===== src/hdl/ray_capped_cylinder_hit_test_top_defines.svh =====
// Assertion macros for the capped-cylinder hit test block.
`ifndef RAY_CAPPED_CYLINDER_HIT_TEST_TOP_DEFINES_SVH
`define RAY_CAPPED_CYLINDER_HIT_TEST_TOP_DEFINES_SVH

// Check a condition in the same cycle as its trigger.
`define RCC_ASSERT_NOW(lbl, ante, cons, msg) \
  lbl: assert property (@(posedge clk) disable iff (!rst_n) (ante) |-> (cons)) \
    else $error(msg);

// Check a condition in the cycle after its trigger.
`define RCC_ASSERT_NEXT(lbl, ante, cons, msg) \
  lbl: assert property (@(posedge clk) disable iff (!rst_n) (ante) |=> (cons)) \
    else $error(msg);

`endif


===== src/hdl/rcc_pkg.sv =====
// Shared types, constants and Q16.16 saturating arithmetic for the hit test.
`default_nettype none
package rcc_pkg;

  localparam logic signed [31:0] FX_ONE  = 32'sd65536;
  localparam logic signed [31:0] FX_MAX  = 32'sd2147483647;
  localparam logic signed [31:0] FX_MIN  = -32'sd2147483648;
  localparam logic signed [63:0] FX_MAX64 = 64'sd2147483647;
  localparam logic signed [63:0] FX_MIN64 = -64'sd2147483648;
  localparam logic signed [31:0] EPSILON = 32'sd66;

  localparam logic [3:0] CFG_CENTER_X = 4'd0;
  localparam logic [3:0] CFG_CENTER_Y = 4'd1;
  localparam logic [3:0] CFG_CENTER_Z = 4'd2;
  localparam logic [3:0] CFG_AXIS_X   = 4'd3;
  localparam logic [3:0] CFG_AXIS_Y   = 4'd4;
  localparam logic [3:0] CFG_AXIS_Z   = 4'd5;
  localparam logic [3:0] CFG_RADIUS2  = 4'd6;
  localparam logic [3:0] CFG_HALF_H   = 4'd7;

  localparam int Q_DEPTH = 4;
  localparam int Q_AW    = 2;
  localparam int SQ_ST   = 12;
  localparam int SQ_LAT  = SQ_ST + 1;
  localparam int DV_ST   = 24;
  localparam int DV_LAT  = DV_ST + 1;

  typedef struct packed {
    logic signed [31:0] cx;
    logic signed [31:0] cy;
    logic signed [31:0] cz;
    logic signed [17:0] ax;
    logic signed [17:0] ay;
    logic signed [17:0] az;
    logic [30:0]        r2;
    logic [30:0]        hh;
  } rcc_cfg_t;

  typedef struct packed {
    logic signed [31:0] dn;
    logic signed [31:0] con;
    logic signed [31:0] a;
    logic signed [31:0] b;
    logic signed [31:0] c;
    logic [30:0]        maxd;
  } rcc_item_t;

  typedef struct packed {
    rcc_item_t it;
    logic      surf;
  } rcc_bside_t;

  typedef struct packed {
    logic full;
    logic empty;
  } rcc_fifo_st_t;

  function automatic logic signed [31:0] sat32(input logic signed [63:0] x);
    logic signed [31:0] r;
    if (x > FX_MAX64) r = FX_MAX;
    else if (x < FX_MIN64) r = FX_MIN;
    else r = x[31:0];
    return r;
  endfunction

  function automatic logic signed [31:0] fadd(input logic signed [31:0] a,
                                              input logic signed [31:0] b);
    return sat32(64'(a) + 64'(b));
  endfunction

  function automatic logic signed [31:0] fsub(input logic signed [31:0] a,
                                              input logic signed [31:0] b);
    return sat32(64'(a) - 64'(b));
  endfunction

  function automatic logic signed [31:0] fneg(input logic signed [31:0] a);
    return sat32(-64'(a));
  endfunction

  function automatic logic signed [31:0] fmul(input logic signed [31:0] a,
                                              input logic signed [31:0] b);
    logic signed [63:0] p;
    p = a * b;
    return sat32(p >>> 16);
  endfunction

endpackage
`default_nettype wire


===== src/hdl/rcc_fifo.sv =====
// Short register queue between the front and back pipelines.
`default_nettype none
module rcc_fifo (
  input  wire logic          clk,
  input  wire logic          rst_n,
  input  wire logic          push,
  input  wire rcc_pkg::rcc_item_t push_d,
  input  wire logic          pop,
  output rcc_pkg::rcc_item_t head_d,
  output rcc_pkg::rcc_fifo_st_t st
);
  import rcc_pkg::*;

  rcc_item_t       mem_r [Q_DEPTH];
  logic [Q_AW-1:0] wp_r, rp_r;
  logic [Q_AW:0]   cnt_r;

  assign st.full  = (cnt_r == (Q_AW+1)'(Q_DEPTH));
  assign st.empty = (cnt_r == '0);
  assign head_d   = mem_r[rp_r];

  always_ff @(posedge clk) begin
    if (!rst_n) begin
      wp_r  <= '0;
      rp_r  <= '0;
      cnt_r <= '0;
    end else begin
      if (push) wp_r <= wp_r + 1'b1;
      if (pop) rp_r <= rp_r + 1'b1;
      if (push && !pop) cnt_r <= cnt_r + 1'b1;
      else if (pop && !push) cnt_r <= cnt_r - 1'b1;
    end
  end

  always_ff @(posedge clk) begin
    if (push) mem_r[wp_r] <= push_d;
  end
endmodule
`default_nettype wire


===== config.mk =====
export PLATFORM = sky130hd
export DESIGN_NAME = rcc_fifo
export DESIGN_NICKNAME = d
export VERILOG_FILES = /design/src/hdl/ray_capped_cylinder_hit_test_top_defines.svh /design/src/hdl/rcc_pkg.sv /design/src/hdl/rcc_fifo.sv
export SDC_FILE = /design/constraint.sdc
export NUM_CORES = 1
export LEC_CHECK = 0
export BUFFER_PORTS_ARGS = -buffer_cell sky130_fd_sc_hd__buf_2
export CELL_PAD_IN_SITES_DETAIL_PLACEMENT = 0
export CELL_PAD_IN_SITES_GLOBAL_PLACEMENT = 2
export CORE_MARGIN = 3
export CORE_UTILIZATION = 39
export DETAILED_ROUTE_END_ITERATION = 16
export PLACE_DENSITY_LB_ADDON = 0.08
export SYNTH_ARGS = -nofsm -noshare
export SYNTH_HDL_FRONTEND = slang
export SYNTH_SLANG_ARGS = --single-unit
export TNS_END_PERCENT = 100

===== constraint.sdc =====
create_clock -name clk -period 9.1 [get_ports clk]
set_input_delay 1.365 -clock clk [delete_from_list [all_inputs] [get_ports clk]]
set_output_delay 1.365 -clock clk [all_outputs]
set_load 0.05 [all_outputs]

# Word-level counts from Yosys, hierarchy flattened
# Memories as Yosys holds them, arrays and structs flattened. A register that Yosys moved wholly into a read port is not among the register bits.
# Cells that the tools add are included.
[word_totals]
romBits = 0
word_cells = 21
reg_bits = 7
mem_count = 1
inputBits = 195
latch_bits = 0
out_inout_bits = 193
ram_bits = 764
[classes]
n_shift = 0
eq_ne = 1
bitwise_logic = 0
add_sub_neg = 4
n_reduce_logical = 6
n_div = 0
n_mul = 0
magnitude_cmp = 0
muxes = 6
[memory_table]
columns = ["memory", "depth", "word_bits", "rd", "rd_ports_with_merged_regs", "write_ports", "line_no", "rtl"]
rows = [
  ["mem_r", 4, 191, 1, 1, 1, "rcc_fifo.sv:14", "rcc_item_t mem_r [Q_DEPTH];"],
]
[ops]
columns = ["op", "count"]
rows = [
  ["$mux W3", 2],
  ["$add A2 B1 Y2 const B", 2],
  ["$mux W2", 2],
  ["$add A3 B1 Y3 const B", 1],
  ["$eq A3 B3 Y1 const B", 1],
  ["$logic_not A3 Y1", 1],
  ["$sub A3 B1 Y3 const B", 1],
  ["$logic_and A1 B1 Y1", 2],
  ["$logic_not A1 Y1", 2],
  ["$mux W1", 2],
  ["$reduce_bool A2 Y1", 1],
]

# Depth between registers and ports, before layout
# Gate-level depths: netlist (run 1).
[logic_depth]
depth_word = 4
mapped_depth = 7
mapped_depth_nobuf = 7

# Worst setup path before layout (run 1)
# Ideal clock, no wire load.
[synth_timing]
kind = "in2reg"
start = "in push"
end = "mem mem_r[0][0] (netlist name) (enable)"
stages = 1
path_buffers = 0
required_time_ns = 8.526
arrival_ns = 5.702
setup_ns = 0.574
slack_ns = 2.824
path_cell_list = "and2_1"
[synth_between]
elab_chain_len = 2
[synth_rtl]
columns = ["item", "line_no", "rtl"]
rows = [
  ["from (decl)", "rcc_fifo.sv:6", "input wire logic push,"],
  ["$mux W1", "rcc_fifo.sv:36", "if (push) mem_r[wp_r] <= push_d;"],
  ["$mux W1 (implied by the code)", "rcc_fifo.sv:36", ""],
  ["to (decl)", "rcc_fifo.sv:14", ""],
]
# No other way between the ends.

==> impl_metrics.py, run 1 <==
metrics = {
    "outcome": {
        "status": "finished, final reports clean",
    },
    "clocking": {
        "cts_tree": "yes",
        "ctsHtreeMaxLevel": 3,
        "clockBufferDepth": 3,
        "post_cts_buffers": 0,
        "cts.repair.resized": 0,
        "cts_hold_buf": 0,
        "clk_pin_slew_ns": 0.05,
        "cts_inserted_buffers": 83,
        "clk_latency_ns": 0.60,
        "clock-root-buffer": "clkbuf_16",
        "clock_sinks": 773,
    },
    "critical_path": {
        "cp_max_fo": 97,
        "crit_slowest_cell": "dfxtp_4",
        "required_ns": 7.74,
        "crit_path_start_kind": "flip-flop",
        "path_cells": "buf_12, mux4_2, buf_2",
        "crit_type": "flip-flop to output port",
        "cp-end-kind": "output port",
        "arrival_ns": 3.22,
        "slowest_delay_ns": 0.88,
    },
    "yosys": {
        "yosysTopAreaCellShare_pct": 81.9,
        "yosysUniqueCellTypes": 21,
        "ys_seq_area_share_pct": 82.5,
        "netlist_instances": 1040,
        "synth_top_cells_by_area": "edfxtp_1, mux4_2, buf_6",
        "syn_area_per_cell_sq_um": 26.9,
        "ys_ff_latch": 773,
        "yosysTopAreaCell": "edfxtp_1",
        "syn_nets": 1241,
        "yosysWarnings": 0,
        "syn_area_sq_um": 28000,
    },
    "routing": {
        "avgRoutedWirePerCell_microns": 24.2,
        "vias_per_cell": 5.06,
        "postRouteAntennaNets": 0,
        "drt-initial-drc-count": 811,
        "vias": 12600,
        "drc": 0,
        "drt-total-wl_microns": 60100,
        "dr.pass1.iters": 4,
    },
    "grt": {
        "grt_usage_pct": 16.0,
        "antenna_found_initial": 12,
        "grt_pass1_wl_microns": 88200,
        "grt_max_degree": 103,
        "grt_pass1_vias": 13300,
        "overflow": 0,
    },
    "die": {
        "io_pins": 388,
        "core_area_sq_um": 70600,
        "dieArea_sq_um": 75100,
        "floorplan.rows": 97,
        "die_h_microns": 274,
        "die_w_microns": 274,
        "start_util_pct": 39.7,
    },
    "pwr": {
        "p_sw_share_pct": 25.8,
        "p_leak_nw": 11.1,
        "p_sw_mw": 2.16,
        "clkPwrFrac_pct": 36.9,
        "p_comb_share_pct": 13.6,
        "seq_power_share_pct": 49.4,
        "internal_power_mw": 6.23,
        "power_density_nw_per_um2": 251,
        "irDropWorstVdd_uv": 130,
    },
    "sta": {
        "hold_viol": 0,
        "skew_ns": 0.0118,
        "slew_headroom_pct": 32.7,
        "holdWs_ns": 0.523,
        "post-route-period-util_pct": 50.4,
        "tns_ns": 0,
        "rsz0062_at_grt": "no",
        "setup_viol": 0,
        "slew_violations": 0,
        "worst_pin_slew_ns": 1.01,
        "max_freq_ghz": 0.218,
        "finalCriticalPeriod_ns": 4.59,
    },
    "layout": {
        "final_layout_size_suffix_gt1_share_pct": 45.4,
        "area_growth_pct": 19.5,
        "final_util_pct": 47.4,
        "nNetsFinal": 1685,
    },
    "placed_design": {
        "dp.final_hpwl_microns": 35300,
        "gp_routability_congestion": 0.691,
        "port_buffers": 387,
    },
    "worst_hold_path": {
        "worstHoldPathType": "flip-flop to flip-flop",
    },
    "job": {
        "maxCapViolations": 0,
    },
}
worst max-delay path: cells and delay by family (launching register included):
kind | cells | cell delay (ns)
flip-flops | 1 | 0.88
buffers and inverters | 2 | 0.80
multiplexers | 1 | 0.62
per-layer routing:
metal / track usage, % / share of wire, % / vias up
met2: 26.2 / 50 / 338
met3: 4.45 / 6.5 / 105
met5: 0 / 0.11 / -
met1: 21.1 / 41 / 6673
li1: - / - / 5426
met4: 4.76 / 2.2 / 10
path summary, 6_finish.rpt:
| check | slack [ns] | from | depth (start not counted) | end |
|---|---|---|---|---|
| max | 4.51 | flip-flop | 3 | head_d[165] |
| min | 0.52 | cnt_r[2] | 2 | cnt_r[2] |
| max reg2reg | 6.04 | wp_r[0] | 5 | mem_r[2][177] |
| min reg2reg | 0.52 | cnt_r[2] | 2 | cnt_r[2] |
cells by family (layout without fill, tap and decap cells):
| family | count (synthesis) | after routing | share of synthesized area (%) |
|---|---|---|---|
| AO/OA/AOI/OAI | 2 | 2 | 0.0446 |
| adder cells (fa/ha/maj) | 6 | 6 | 0.295 |
| XOR/XNOR | 5 | 5 | 0.156 |
| multiplexers | 193 | 193 | 15.4 |
| other | 0 | 4 | 0 |
| buffers and inverters | 46 | 545 | 1.26 |
| AND/OR/NAND/NOR | 15 | 15 | 0.326 |
| flip-flops | 773 | 773 | 82.5 |
through the flow:
| stage | cell area [sq um] | power, mW | cells | worst slack, ns |
|---|---|---|---|---|
| final | 33500 | 8.39 | 2483 | 4.51 |
| after global routing | 33500 | 8.73 | 2482 | 4.21 |
| after CTS | 33500 | 8.54 | 2479 | 4.34 |
| after detailed placement | 31000 | 5.40 | 2339 | 4.87 |
| after global placement | 31000 | 5.39 | 2339 | 4.90 |
| after floorplan | 28000 | 5.09 | 1040 | 2.82 |
flip-flops by register name, summed over array words and instances, names as in the netlist, named ones only:
name   count
rp_r       2
wp_r       2
mem_r    764
cnt_r      3
placed cells by master, fill, tap and decap left out, types with 5 or more instances in the layout:
| cell | count |
|---|---|
| clkinv_2 | 6 |
| ha_1 | 5 |
| mux4_2 | 191 |
| buf_2 | 387 |
| clkbuf_1 | 23 |
| clkinv_1 | 17 |
| buf_12 | 5 |
| and2_1 | 5 |
| clkbuf_16 | 86 |
| edfxtp_1 | 764 |
| buf_4 | 9 |
| dfxtp_1 | 7 |
cell usage after synthesis:
library cell and n:
a21boi_0 1, and2_1 9, buf_2 15, buf_4 1
buf_6 21, clkbuf_1 5, dfxtp_1 9, edfxtp_1 764
fa_1 1, ha_1 5, inv_1 4, mux2i_1 2
mux4_2 191, nand2_1 1, nor2b_1 2, nor3_1 1
nor3b_1 1, o21ai_0 1, or3_1 1, xnor2_1 2
xor2_1 3
power groups by stage:
stage               sequential, mW  combinational (mW)  clock [mW]
floorplan                     4.22               0.863           0
global placement              4.22                1.17           0
detailed placement            4.23                1.18           0
CTS                           4.15                1.18        3.21
global route                  4.16                1.21        3.35
finish                        4.15                1.14        3.10
layout make-up:
| type | instances | area (sq um) |
|---|---|---|
| Tap cell | 940 | 1180 |
| Multi-Input combinational cell | 221 | 4560 |
| Clock buffer | 109 | 2240 |
| Timing Repair Buffer | 401 | 2100 |
| Sequential cell | 773 | 23100 |
| Inverter | 4 | 15.0 |
| Clock inverter | 31 | 250 |
| Antenna cell | 4 | 10.0 |
| Fill cell | 5975 | 37100 |
Note: power is estimated with default switching activity, not from simulation.
==> inputs of run 2 (changes only) <==
==> constraint.sdc (replaced) <==
create_clock -name clk -period 4.3 [get_ports clk]
set_input_delay 0.645 -clock clk [delete_from_list [all_inputs] [get_ports clk]]
set_output_delay 0.645 -clock clk [all_outputs]
set_load 0.05 [all_outputs]
==> run 2 against run 1 <==
Compared with the run above: register-to-register slack lost 3.9 ns; clock-buffer cell count shrank 6; core utilization grew 0.47 points; critical endpoint is now head_d[79]; flip-flop and latch count is the same; first-iteration DRC count shrank 11%; hold slack lost 0.28 ns; via count grew 0.55%; setup slack lost 3.5 ns; largest power group unchanged; design area grew 1.0%; critical path depth is the same.
==> impl_metrics.py, run 2 (same netlist as run 1, synthesis figures left out) <==
metrics = {
    "outcome": {
        "status": "finished, final reports clean",
    },
    "grt": {
        "grt_pass1_vias": 13600,
        "antenna_found_initial": 18,
        "grt_max_degree": 78,
        "grt_pass1_wl_microns": 89900,
        "overflow": 0,
        "grt_usage_pct": 16.4,
    },
    "routing": {
        "drt-total-wl_microns": 61000,
        "avgRoutedWirePerCell_microns": 24.2,
        "dr.pass1.iters": 6,
        "vias_per_cell": 5.00,
        "vias": 12600,
        "drc": 0,
        "postRouteAntennaNets": 0,
        "drt-initial-drc-count": 718,
    },
    "die": {
        "die_h_microns": 274,
        "die_w_microns": 274,
        "start_util_pct": 39.7,
        "io_pins": 388,
        "core_area_sq_um": 70600,
        "dieArea_sq_um": 75100,
        "floorplan.rows": 97,
    },
    "layout": {
        "final_layout_size_suffix_gt1_share_pct": 46.2,
        "layout_commonest_cell": "edfxtp_1",
        "design_area_sq_um": 33800,
        "multi_input_area_sq_um": 4560,
        "largest_register": "mem_r",
        "largest_register_ffs": 764,
        "register_area_sq_um": 23100,
        "area_growth_pct": 20.7,
        "n_fill_cell": 5937,
        "top_regs": "mem_r: 764 flops, cnt_r: 3 flops",
        "nNetsFinal": 1708,
        "layout_common_cells": "edfxtp_1, buf_2, mux4_2",
    },
    "clocking": {
        "cts_hold_buf": 0,
        "clock_sinks": 773,
        "ctsHtreeMaxLevel": 3,
        "clk_latency_ns": 0.61,
        "clk_pin_slew_ns": 0.06,
        "cts_tree": "yes",
        "post_cts_buffers": 0,
        "cts_inserted_buffers": 83,
        "cts.repair.resized": 0,
        "clock-root-buffer": "clkbuf_16",
        "clockBufferDepth": 3,
    },
    "pwr": {
        "p_sw_mw": 4.63,
        "internal_power_mw": 13.2,
        "p_sw_share_pct": 26.0,
        "clkPwrFrac_pct": 36.8,
        "p_comb_share_pct": 14.0,
        "irDropWorstVdd_uv": 299,
        "power_density_nw_per_um2": 526,
        "seq_power_share_pct": 49.2,
        "p_leak_nw": 11.3,
        "power_mw": 17.8,
    },
    "placed_design": {
        "placed_area_sq_um": 31300,
        "dp_slack_ns": 1.57,
        "gp_routability_congestion": 0.709,
        "dp.final_hpwl_microns": 38200,
        "port_buffers": 387,
    },
    "sta": {
        "slew_violations": 0,
        "max_freq_ghz": 0.306,
        "rsz0062_at_grt": "no",
        "setup_viol": 0,
        "slew_headroom_pct": 37.9,
        "worst_pin_slew_ns": 0.931,
        "hold_viol": 0,
        "skew_ns": 0.0159,
        "tns_ns": 0,
        "finalCriticalPeriod_ns": 3.27,
        "post-route-period-util_pct": 76.0,
        "layout_setup_ws_ns": 1.03,
    },
    "critical_path": {
        "crit_path_start_kind": "flip-flop",
        "arrival_ns": 2.62,
        "crit_type": "flip-flop to output port",
        "cp_max_fo": 22,
        "required_ns": 3.65,
        "cp-end-kind": "output port",
    },
    "job": {
        "maxCapViolations": 0,
    },
    "worst_hold_path": {
        "worstHoldPathType": "input pin to flip-flop",
    },
}
-- run 2: cell count changes in the layout (fill, tap and decap cells not counted), sizes merged --
cell / before / now
buf: 401 / 424
clkbuf: 109 / 103
clkinv: 26 / 42
clkinvlp: 0 / 1
diode: 4 / 11
inv: 6 / 8
-- run 2: worst paths after layout --
path               from            to  slack [ns]  cells after the start
max           flip-flop    head_d[79]        1.03                      3
min          push_d[18]  mem_r[2][18]        0.24                      1
max reg2reg     wp_r[0]  mem_r[2][21]        2.16                      4
min reg2reg    cnt_r[2]      cnt_r[2]        0.52                      2
-- run 2: worst max-delay path: stages, from the launching register on --
cell and delay [ns]:
dfxtp_4 0.66, buf_4 0.51, mux4_2 0.59, buf_2 0.23
-- run 2: power by group through the flow --
stage | Clock [mW] | Sequential [mW] | Combinational [mW]
2_1_floorplan | 0 | 8.90 | 1.83
3_3_place_gp | 0 | 8.90 | 2.54
3_5_place_dp | 0 | 8.92 | 2.54
4_1_cts | 6.78 | 8.77 | 2.55
5_1_grt | 7.10 | 8.79 | 2.63
6_report | 6.55 | 8.76 | 2.48
-- run 2: metal layers --
layer | track usage [%] | wire length, microns | up-vias
met5 | 0 | 94 | -
met4 | 5.24 | 1500 | 14
met3 | 5.15 | 4460 | 96
met2 | 26.5 | 30100 | 328
met1 | 21.1 | 24900 | 6693
li1 | - | - | 5490
-- run 2: metrics by stage --
step                      util [%]  cells  hold slack, ns
final                         47.9   2526           0.243
after global routing          47.9   2518           0.210
after CTS                     47.8   2515           0.193
after detailed placement      44.3   2362           0.513
after global placement        44.3   2362           0.495
after floorplan                  -   1040           0.472
-- run 2: layout make-up --
cell class / count / area share (%)
diodes: 11 / 0.0814
repair buffers: 424 / 7.10
well taps: 940 / 3.48
clock inverters: 50 / 0.988
multi-input cells: 221 / 13.5
flip-flops and latches: 773 / 68.4
clock buffers: 103 / 6.43
inverters: 4 / 0.0444
==> inputs of run 3 (changes only) <==
--- a/config.mk
+++ b/config.mk
@@ -5,6 +5,7 @@
 export SDC_FILE = /design/constraint.sdc
 export NUM_CORES = 1
 export LEC_CHECK = 0
+export ABC_AREA = 1
 export BUFFER_PORTS_ARGS = -buffer_cell sky130_fd_sc_hd__buf_2
 export CELL_PAD_IN_SITES_DETAIL_PLACEMENT = 0
 export CELL_PAD_IN_SITES_GLOBAL_PLACEMENT = 2
==> constraint.sdc (replaced) <==
create_clock -name clk -period 3.4 [get_ports clk]
set_input_delay 0.51 -clock clk [delete_from_list [all_inputs] [get_ports clk]]
set_output_delay 0.51 -clock clk [all_outputs]
set_load 0.05 [all_outputs]
==> run 3 against run 2 <==
Compared with the run above: critical path type unchanged; register-to-register slack got worse by 0.91 ns; critical endpoint is now head_d[124]; clock-buffer cell count did not move; power rose by 29%; hold slack got worse by 0.13 ns.
==> impl_metrics.py, run 3 <==
metrics = {
    "outcome": {
        "status": "finished, final reports clean",
    },
    "grt": {
        "grt_max_degree": 127,
        "antenna_found_initial": 26,
        "grt_pass1_vias": 16800,
        "overflow": 0,
        "grt_usage_pct": 18.3,
        "grt_pass1_wl_microns": 107000,
    },
    "placed_design": {
        "gp_routability_congestion": 0.728,
        "port_buffers": 387,
        "dp.final_hpwl_microns": 41000,
        "placed_area_sq_um": 31700,
    },
    "yosys": {
        "netlist_instances": 1905,
        "muxShareOfSynthArea_pct": 0,
        "yosysMostFrequentCell": "edfxtp_1",
        "syn_nets": 2106,
        "yosysUniqueCellTypes": 20,
        "ys_ff_latch": 773,
        "synth-edff-count": 764,
        "yosysTopAreaCell": "edfxtp_1",
        "synth_top_cells_by_area": "edfxtp_1, o21ai_0, nor2_1",
        "synth_compound_area_share_pct": 11.0,
        "syn_area_per_cell_sq_um": 15.0,
        "synth_top_family_by_area": "compound AO/OA/AOI/OAI gates",
        "synthSimpleGateAreaFrac_pct": 5.28,
        "synthXorXnorAreaFrac_pct": 0,
        "yosysWarnings": 0,
        "ys_async_sr_fraction_pct": 0,
        "synth_fa_ha_area_share_pct": 0.289,
        "synthFlopType": "edfxtp_1",
        "ys_top_cells_by_count": "edfxtp_1, nor2_1, o21ai_0, o22ai_1, clkbuf_1",
        "syn_area_sq_um": 28600,
        "yosysTopAreaCellShare_pct": 80.3,
        "ys_seq_area_share_pct": 80.9,
    },
    "layout": {
        "n_fill_cell": 6306,
        "final_layout_size_suffix_gt1_share_pct": 23.7,
        "area_growth_pct": 20.8,
        "design_area_sq_um": 34500,
        "largest_register": "mem_r",
        "multi_input_area_sq_um": 4760,
        "largest_register_ffs": 764,
        "layout_commonest_cell": "edfxtp_1",
        "layout_common_cells": "edfxtp_1, nor2_1, buf_2",
        "register_area_sq_um": 23100,
        "top_regs": "mem_r: 764 flops, cnt_r: 3 flops",
        "nNetsFinal": 2492,
    },
    "routing": {
        "vias_per_cell": 5.12,
        "dr.pass1.iters": 4,
        "postRouteAntennaNets": 0,
        "vias": 17000,
        "avgRoutedWirePerCell_microns": 21.6,
        "drt-initial-drc-count": 980,
        "drc": 0,
        "drt-total-wl_microns": 71600,
    },
    "clocking": {
        "clk_pin_slew_ns": 0.06,
        "clock-root-buffer": "clkbuf_16",
        "clk_latency_ns": 0.61,
        "clockBufferDepth": 3,
        "cts_tree": "yes",
        "cts_hold_buf": 0,
        "ctsHtreeMaxLevel": 3,
        "cts.repair.resized": 0,
        "clock_sinks": 773,
        "cts_inserted_buffers": 84,
        "post_cts_buffers": 0,
    },
    "job": {
        "maxCapViolations": 0,
    },
    "sta": {
        "hold_viol": 0,
        "setup_viol": 0,
        "slew_violations": 0,
        "post-route-period-util_pct": 91.8,
        "slew_headroom_pct": 41.7,
        "worst_pin_slew_ns": 0.873,
        "finalCriticalPeriod_ns": 3.12,
        "max_freq_ghz": 0.320,
        "tns_ns": 0,
        "skew_ns": 0.0184,
        "rsz0062_at_grt": "no",
    },
    "pwr": {
        "p_leak_nw": 11.9,
        "power_density_nw_per_um2": 666,
        "irDropWorstVdd_uv": 426,
    },
    "worst_hold_path": {
        "worstHoldPathType": "input pin to flip-flop",
        "min_path_cells": 1,
    },
    "die": {
        "io_pins": 388,
        "dieArea_sq_um": 76600,
        "core_area_sq_um": 72000,
        "floorplan.rows": 98,
        "die_w_microns": 277,
        "die_h_microns": 277,
        "start_util_pct": 39.7,
    },
    "critical_path": {
        "arrival_ns": 2.61,
        "required_ns": 2.89,
        "crit_path_start_kind": "flip-flop",
        "cp-end-kind": "output port",
        "reg2reg_depth": 5,
        "crit_type": "flip-flop to output port",
        "cp_max_fo": 126,
    },
}
## run 3: final timing paths
path	start	to	slack, ns
hold / removal	push_d[44]	mem_r[0][44]	0.11
setup / recovery	flip-flop	head_d[124]	0.28
hold reg to reg	rp_r[1]	flip-flop	0.43
setup reg to reg	wp_r[0]	mem_r[3][40]	1.25
## run 3: kinds of logic after synthesis
| group | after synthesis |
|---|---|
| compound gates | 583 |
| simple gates | 400 |
| buf+inv | 143 |
| flops | 773 |
| fa+ha+maj | 6 |
## run 3: worst max-delay path, cell delays in order, from the launching register on
cell and delay (ns):
dfxtp_4 0.64, buf_12 0.48, o21ai_0 0.18, o22ai_1 0.32
buf_2 0.33
## run 3: final cells by class
class                           instances  area share (%)
Multi-Input combinational cell        989            13.8
Antenna cell                           14           0.102
Tap cell                              950            3.44
Timing Repair Buffer                  426            7.37
Inverter                               17           0.257
Clock inverter                         46            1.57
Clock buffer                          103            6.42
Sequential cell                       773            67.0
## run 3: power by group
part / switching (mW) / internal (mW)
Clock: 3.49 / 5.59
Combinational: 2.29 / 0.627
Sequential: 0.104 / 10.9
## run 3: layer usage
| metal | vias up | global-route usage [%] | wire length (microns) | share of wire, % |
|---|---|---|---|---|
| li1 | 8017 | - | - | - |
| met5 | - | 0 | 123 | 0.17 |
| met3 | 133 | 5.04 | 4590 | 6.4 |
| met2 | 374 | 30.7 | 35600 | 50 |
| met4 | 18 | 6.48 | 1860 | 2.6 |
| met1 | 8453 | 22.7 | 29400 | 41 |
## run 3: per-stage QoR
step	total power [mW]	hold slack [ns]	setup WS [ns]	utilization, %	instances
4_1_cts	23.3	0.0647	0.171	47.9	3304
2_1_floorplan	13.2	0.412	-0.442	-	1905
6_report	23.0	0.114	0.277	47.9	3318
5_1_grt	23.9	0.0825	0.0397	47.9	3308
3_5_place_dp	14.2	0.418	0.836	44.1	3155
3_3_place_gp	14.2	0.416	0.842	44.1	3155
